--- config.mk ---
export PLATFORM = sky130hd
export DESIGN_NAME = pfa_cell
export DESIGN_NICKNAME = d
export VERILOG_FILES = /design/src/sv/pfa_pkg.sv /design/src/sv/pfa_cell.sv
export SDC_FILE = /design/constraint.sdc
export NUM_CORES = 1
export LEC_CHECK = 0
export BUFFER_PORTS_ARGS = -buffer_cell sky130_fd_sc_hd__buf_2
export CAP_MARGIN = 20
export CORE_MARGIN = 5
export CORE_UTILIZATION = 43
export CTS_CLUSTER_DIAMETER = 200
export CTS_CLUSTER_SIZE = 28
export DETAILED_ROUTE_END_ITERATION = 10
export PLACE_DENSITY = 0.76
export SYNTH_ARGS = -nofsm -noshare
export SYNTH_HDL_FRONTEND = slang
export SYNTH_SLANG_ARGS = --single-unit
--- constraint.sdc ---
create_clock -name clk_i -period 3 [get_ports clk_i]
set_clock_uncertainty 0.2 [all_clocks]
set_input_delay 0 -clock clk_i [delete_from_list [all_inputs] [get_ports clk_i]]
set_output_delay 0 -clock clk_i [all_outputs]
set_load 0.05 [all_outputs]
--- src/sv/pfa_pkg.sv ---
// Shared types and constants of the partition fit allocator.
// No dependencies; used by pfa_cell, partition_fit_allocator and pfa_checker.
package pfa_pkg;

  localparam int unsigned PARTITIONS_DEF = 16;
  localparam int unsigned CFG_DATA_W     = 16;
  localparam logic [15:0] MIN_FRAG_RESET = 16'd5;

  // Configuration register indexes
  localparam logic CFG_ALLOC_POLICY = 1'b0;
  localparam logic CFG_MIN_FRAGMENT = 1'b1;

  typedef enum logic [1:0] {
    POL_FIRST = 2'd0,
    POL_NEXT  = 2'd1,
    POL_BEST  = 2'd2,
    POL_WORST = 2'd3
  } policy_e;

  typedef enum logic [0:0] {
    REQ_LOAD  = 1'b0,
    REQ_ALLOC = 1'b1
  } req_type_e;

  typedef enum logic [1:0] {
    STS_GRANTED = 2'd0,
    STS_NO_FIT  = 2'd1,
    STS_LOADED  = 2'd2
  } status_e;

  typedef enum logic [1:0] {
    ST_IDLE,
    ST_SCAN,
    ST_COMMIT,
    ST_RESP
  } state_e;

  typedef struct packed {
    req_type_e   req_type;
    logic [3:0]  entry_index;
    logic [31:0] entry_start;
    logic [31:0] entry_size;
    logic [31:0] request_size;
  } in_req_t;

  typedef struct packed {
    status_e     status;
    logic [31:0] grant_address;
    logic [3:0]  grant_index;
  } out_rsp_t;

  // Best candidate seen so far as it travels along the cell row
  typedef struct packed {
    logic        found;
    logic [31:0] size;
    logic [31:0] start;
  } cand_t;

  // Broadcast write into one cell
  typedef struct packed {
    logic        en;
    logic        set_start;
    logic [31:0] start;
    logic [31:0] size;
    logic        usable;
  } wr_t;

endpackage

--- src/sv/pfa_cell.sv ---
// One partition slot: start, size and usable bit, plus one stage of the search row.
// Depends on pfa_pkg.
module pfa_cell import pfa_pkg::*; #(
  parameter int unsigned IdxW = 4
) (
  input  logic            clk_i,
  input  logic            rst_ni,
  input  logic [IdxW-1:0] idx_i,
  input  logic [31:0]     req_size_i,
  input  policy_e         policy_i,
  input  logic [IdxW-1:0] base_i,
  input  wr_t             wr_i,
  input  logic [IdxW-1:0] wr_idx_i,
  input  cand_t           cand_i,
  input  logic [IdxW-1:0] cand_idx_i,
  input  cand_t           aux_i,
  input  logic [IdxW-1:0] aux_idx_i,
  output cand_t           cand_o,
  output logic [IdxW-1:0] cand_idx_o,
  output cand_t           aux_o,
  output logic [IdxW-1:0] aux_idx_o
);

  logic [31:0]     size_q;
  logic [31:0]     start_q;
  logic            usable_q;
  logic            fits;
  logic            upper;
  logic            hit;
  cand_t           mine;
  cand_t           cand_d, aux_d;
  logic [IdxW-1:0] cand_idx_d, aux_idx_d;

  assign fits  = usable_q && (size_q >= req_size_i);
  assign upper = (idx_i >= base_i);
  assign hit   = wr_i.en && (wr_idx_i == idx_i);
  assign mine  = '{found: 1'b1, size: size_q, start: start_q};

  // Merge this slot into the travelling candidates
  always_comb begin
    cand_d     = cand_i;
    cand_idx_d = cand_idx_i;
    aux_d      = aux_i;
    aux_idx_d  = aux_idx_i;
    if (fits && upper) begin
      priority if (!cand_i.found) begin
        cand_d     = mine;
        cand_idx_d = idx_i;
      end else if (policy_i == POL_BEST && size_q < cand_i.size) begin
        cand_d     = mine;
        cand_idx_d = idx_i;
      end else if (policy_i == POL_WORST && size_q > cand_i.size) begin
        cand_d     = mine;
        cand_idx_d = idx_i;
      end else begin
        // Keep the earlier slot
        cand_d     = cand_i;
        cand_idx_d = cand_idx_i;
      end
    end
    // Slots below the roving pointer only serve as the wrapped choice
    if (fits && !upper && !aux_i.found) begin
      aux_d     = mine;
      aux_idx_d = idx_i;
    end
  end

  // Hand the candidates to the next cell
  always_ff @(posedge clk_i or negedge rst_ni) begin
    if (!rst_ni) begin
      cand_o     <= '0;
      cand_idx_o <= '0;
      aux_o      <= '0;
      aux_idx_o  <= '0;
    end else begin
      cand_o     <= cand_d;
      cand_idx_o <= cand_idx_d;
      aux_o      <= aux_d;
      aux_idx_o  <= aux_idx_d;
    end
  end

  // Slot size and usable bit
  always_ff @(posedge clk_i or negedge rst_ni) begin
    if (!rst_ni) begin
      size_q   <= '0;
      usable_q <= 1'b0;
    end else if (hit) begin
      size_q   <= wr_i.size;
      usable_q <= wr_i.usable;
    end
  end

  // Slot start, only written by a load
  always_ff @(posedge clk_i) begin
    if (hit && wr_i.set_start) begin
      start_q <= wr_i.start;
    end
  end

endmodule

# Word-level counts from Yosys, hierarchy flattened
# Index checks and enable logic that the tools add are counted.
# classes
n_addsub	0
multipliers	0
n_div	0
order_cmp	4
n_eq_ne	3
shifts	0
muxes	10
n_bitwise	0
reduce_logical	10
# ops
operator	count
2-to-1 mux 64 bit	3
2-to-1 mux 65 bit	2
greater-or-equal comparator 32 bit	1
> comparator 32 bit	1
less-than comparator 32 bit	1
2-to-1 mux 4 bit	5
logical AND 1 bit	8
== test 2 bit, second input constant	2
== test 4 bit	1
greater-or-equal comparator 4 bit	1
zero test 1 bit	2
# word_totals
register_bits	203
latch_bits	0
ram_bits	0
rom_bits	0
output_inout_bits	138
elab_cells	38
memories	0

# Longest topological paths before layout
# depth
depth_word	6
ltp_mapped	12
depth_no_buf	10

# Worst setup path before layout
# OpenSTA, ideal clock, no wires.
# synth_path
path_type	register -> register
from	register size_q[30]
to	register cand_idx_o[0]
t_arrival_ns	2.573
t_required_ns	2.673
slack_ns	0.099
path_stages_with_launch	11
path_cell_list	dfrtp_1 > ha_1 > nand4_1 > nor4_1 > nor3b_1 > a21oi_1 > mux2i_1 > a211oi_2 > buf_6 > buf_6 > mux2_1
# synth_via
elab_chain_len	6
# synth_rtl
element	line_no	rtl
start, declared	pfa_cell.sv:24	logic [31:0] size_q;
start signal, assigned	pfa_cell.sv:89	size_q <= wr_i.size;
> comparator 32 bit	pfa_cell.sv:52	end else if (policy_i == POL_WORST && size_q > cand_i.size) begin
logical AND 1 bit	pfa_cell.sv:52	
2-to-1 mux 4 bit	pfa_cell.sv:52	
2-to-1 mux 4 bit	pfa_cell.sv:49	end else if (policy_i == POL_BEST && size_q < cand_i.size) begin
2-to-1 mux 4 bit	pfa_cell.sv:46	priority if (!cand_i.found) begin
2-to-1 mux 4 bit *	pfa_cell.sv:45	if (fits && upper) begin
via cand_idx_d[0]	pfa_cell.sv:32	logic [IdxW-1:0] cand_idx_d, aux_idx_d;
end signal, assigned	pfa_cell.sv:77	cand_idx_o <= cand_idx_d;
end, declared	pfa_cell.sv:19	output logic [IdxW-1:0] cand_idx_o,
# Mark *: on every way through the listed nets, which the timed path passes. The rest lies on a longest branch.
# A chain may end at the register's enable or synchronous reset.

==> flow_summary.yaml <==
global_route:
  grt_first_pass_wirelength_mm: 51.96
  track_usage_pct: 28.02
  grt-ovfl-total: 0
  grt_max_degree: 63
  grt_pass1_vias: 9248
  antenna_found_initial: 8
clock_network:
  cts_made_buffers: 11
  clock_sinks: 203
  clk_latency_ps: 470
  cts_root_buf: "clkbuf_16"
  clkTransAtPathRegs_ps: 110
  clk_path_buf_depth: 3
  htree_levels: 1
  cts_tree: "done"
placement:
  dp_hpwl_mm: 21.28
  port_buffers: 390
  gp_congestion: 0.8209
outcome:
  violations: "setup timing"
  status: "complete, but fails checks"
setup_path:
  worst_path_most_repeated_cell: "buf_6"
  crit_chain: "buf_4 > ha_4 > nand4_1 > or4_4 > a31oi_4 > buf_6 > nor2_2 > nor3_4 > buf_6 > clkbuf_16 > mux2_2"
  cp-startpoint: "size_q[11]"
  criticalPathCategory: "reg2reg"
  cp.arrival_ps: 3410
  r2r_end: "aux_o[14]"
  rrSetupSlack_ps: -250
  critPathMaxStageDelay_ps: 560
  cp_max_fo: 8
  cp_slowest_cell: "or4_4"
  start_kind: "register"
  r2r_cells: 11
  cp_data_required_time_ps: 3160
  end_kind: "register"
  worstReg2RegStart: "size_q[11]"
hold_path:
  min_from: "wr_i[56]"
  min_delay_path_depth: 2
  min_path_type: "in2reg"
  hold_end: "start_q[23]"
synth:
  ys_seq_area_share_pct: 57.75
  synth.avg_cell_area_um2: 14.11
  synth_area_um2: 9074
  synth_top_flop_cell: "dfrtp_1"
  synth_cell_types: 42
  ys_seq_elements: 203
  ys_warn_count: 0
  synth-edff-count: 32
  syn_nets: 964
  syn-instance-count: 643
  synthArstFlopShare_pct: 84.24
route:
  num_vias: 8287
  first_pass_iters: 5
  drc: 0
  drt-wirelength-per-cell_um: 23.03
  drt_iter0_drc: 355
  drt-total-wl_mm: 37.19
  ant_nets: 0
  vias_per_cell: 5.131
floorplan:
  fp.dieArea_um2: 24110
  die_w_um: 155.3
  die_height_um: 155.3
  pin_count: 391
  placementRows: 53
  start_util_pct: 43.44
  core_um2: 20890
job:
  max-cap-violations: 0
sta:
  tns_ps: -22760
  fmaxAchievable_mhz: 307.6
  setup_ws_ps: -250.6
  period_needed_ps: 3251
  worstMarginPinSlew_ps: 391.8
  hold_slack_ps: 37.17
  final_max_slew_viol_count: 0
  fin_crit_sh_pct: 108.4
  slew_headroom_pct: 73.76
  hold_viol_final: 0
  grt_setup_unrepaired: "yes"
  setup_violations: 136
power:
  power_mw: 8.905
  ir_drop_mv: 0.5423
  total_leakage_power_nw: 7.667
  p_per_area_nw_per_um2: 572.9
final_layout:
  syn2layout_area_growth_pct: 71.32
  fin_nets: 1652
  drive_above_1_share_pct: 51.91
  final_cell_mix: "389 x buf_2, 214 x dlygate4sd3_1, 168 x dfrtp_1"
  layout_commonest_cell: "buf_2"
[worst max path at each step]
stage	end	slack, ps
6_report	aux_o[14]	-250
5_1_grt	aux_o[14]	-350
4_1_cts	cand_idx_o[1]	-110
3_5_place_dp	cand_o[37]	-220
3_3_place_gp	cand_o[23]	-130
2_1_floorplan	cand_idx_o[0]	100
[cells by family after synthesis]
logic type | after synthesis | share of synthesized area (%)
buffers and inverters | 87 | 4.219
adder cells (fa/ha/maj) | 68 | 9.377
multiplexers | 169 | 20.96
AND/OR/NAND/NOR | 52 | 3.185
XOR/XNOR | 4 | 0.3862
flip-flops | 203 | 57.75
AO/OA/AOI/OAI | 60 | 4.123
[metrics by stage]
stage                     instance area, um2  utilization (%)  std cells  setup WS [ps]
after detailed placement               11770            56.33       1346         -217.7
after floorplan                         9074                -        643          99.33
after global placement                 11770            56.33       1346         -133.5
after CTS                              14900            71.33       1594         -112.2
final                                  15540            74.42       1615         -250.6
after global routing                   15540            74.41       1614         -345.4
[final cells by class]
cell class | count | area, um2
clock inverter | 1 | 30.03
antenna | 7 | 17.52
inverter | 70 | 262.8
timing repair buffer | 692 | 5190
sequential | 203 | 5244
clock buffer | 14 | 286.5
fill | 1191 | 5344
multi-input combinational | 353 | 4170
tap | 275 | 344.1
[report_power, final]
part           internal (mW)  switching (mW)  total [mW]
registers               3.17           0.250        3.42
clock network          0.702           0.927        1.63
logic                   1.78            2.07        3.86
[critical path: cells and delay by family (launching register included)]
family	cells	cell delay, ps
buffers and inverters	4	690
DFF	1	420
adders and majority gates	1	260
muxes	1	330
and+or+nand+nor	4	990
AOI/OAI and AO/OA	1	240
[registers in the layout, indices dropped and copies added, names as in the netlist]
name / cells
cand_o: 65
usable_q: 1
cand_idx_o: 4
start_q: 32
size_q: 32
aux_o: 65
aux_idx_o: 4
[cells in the mapped netlist, types with 5 or more instances]
master    instances  area [um2]
mux2_1           23       259.0
o21ai_0           8       40.04
a21o_1           12       90.09
dfrtp_1         171        4279
ha_1             68       850.8
buf_2             6       30.03
mux2_2          145        1633
nand2_1          16       60.06
nand3_1           5       25.02
edfxtp_1         32       960.9
nand4_1          12       75.07
inv_1            70       262.8
a21oi_1          25       125.1
buf_6             5       56.30
[metal layers]
| metal | track usage, % | vias up | share of wire, % |
|---|---|---|---|
| met1 | 31.56 | 4095 | 35 |
| met5 | 0 | - | 0.030 |
| li1 | - | 3635 | - |
| met2 | 50.32 | 446 | 52 |
| met3 | 7.371 | 109 | 8.8 |
| met4 | 11.63 | 2 | 4.4 |
[timing repair]
item                       4_1_cts  5_1_grt
setup buffers                   12        8
hold endpoints to repair       379        0
hold buffers                   215        0
pin swaps                       20       16
resized for setup               84      103
setup endpoints to repair      136      136
cloned                           7        8
Note: power is estimated with default switching activity, not from simulation.
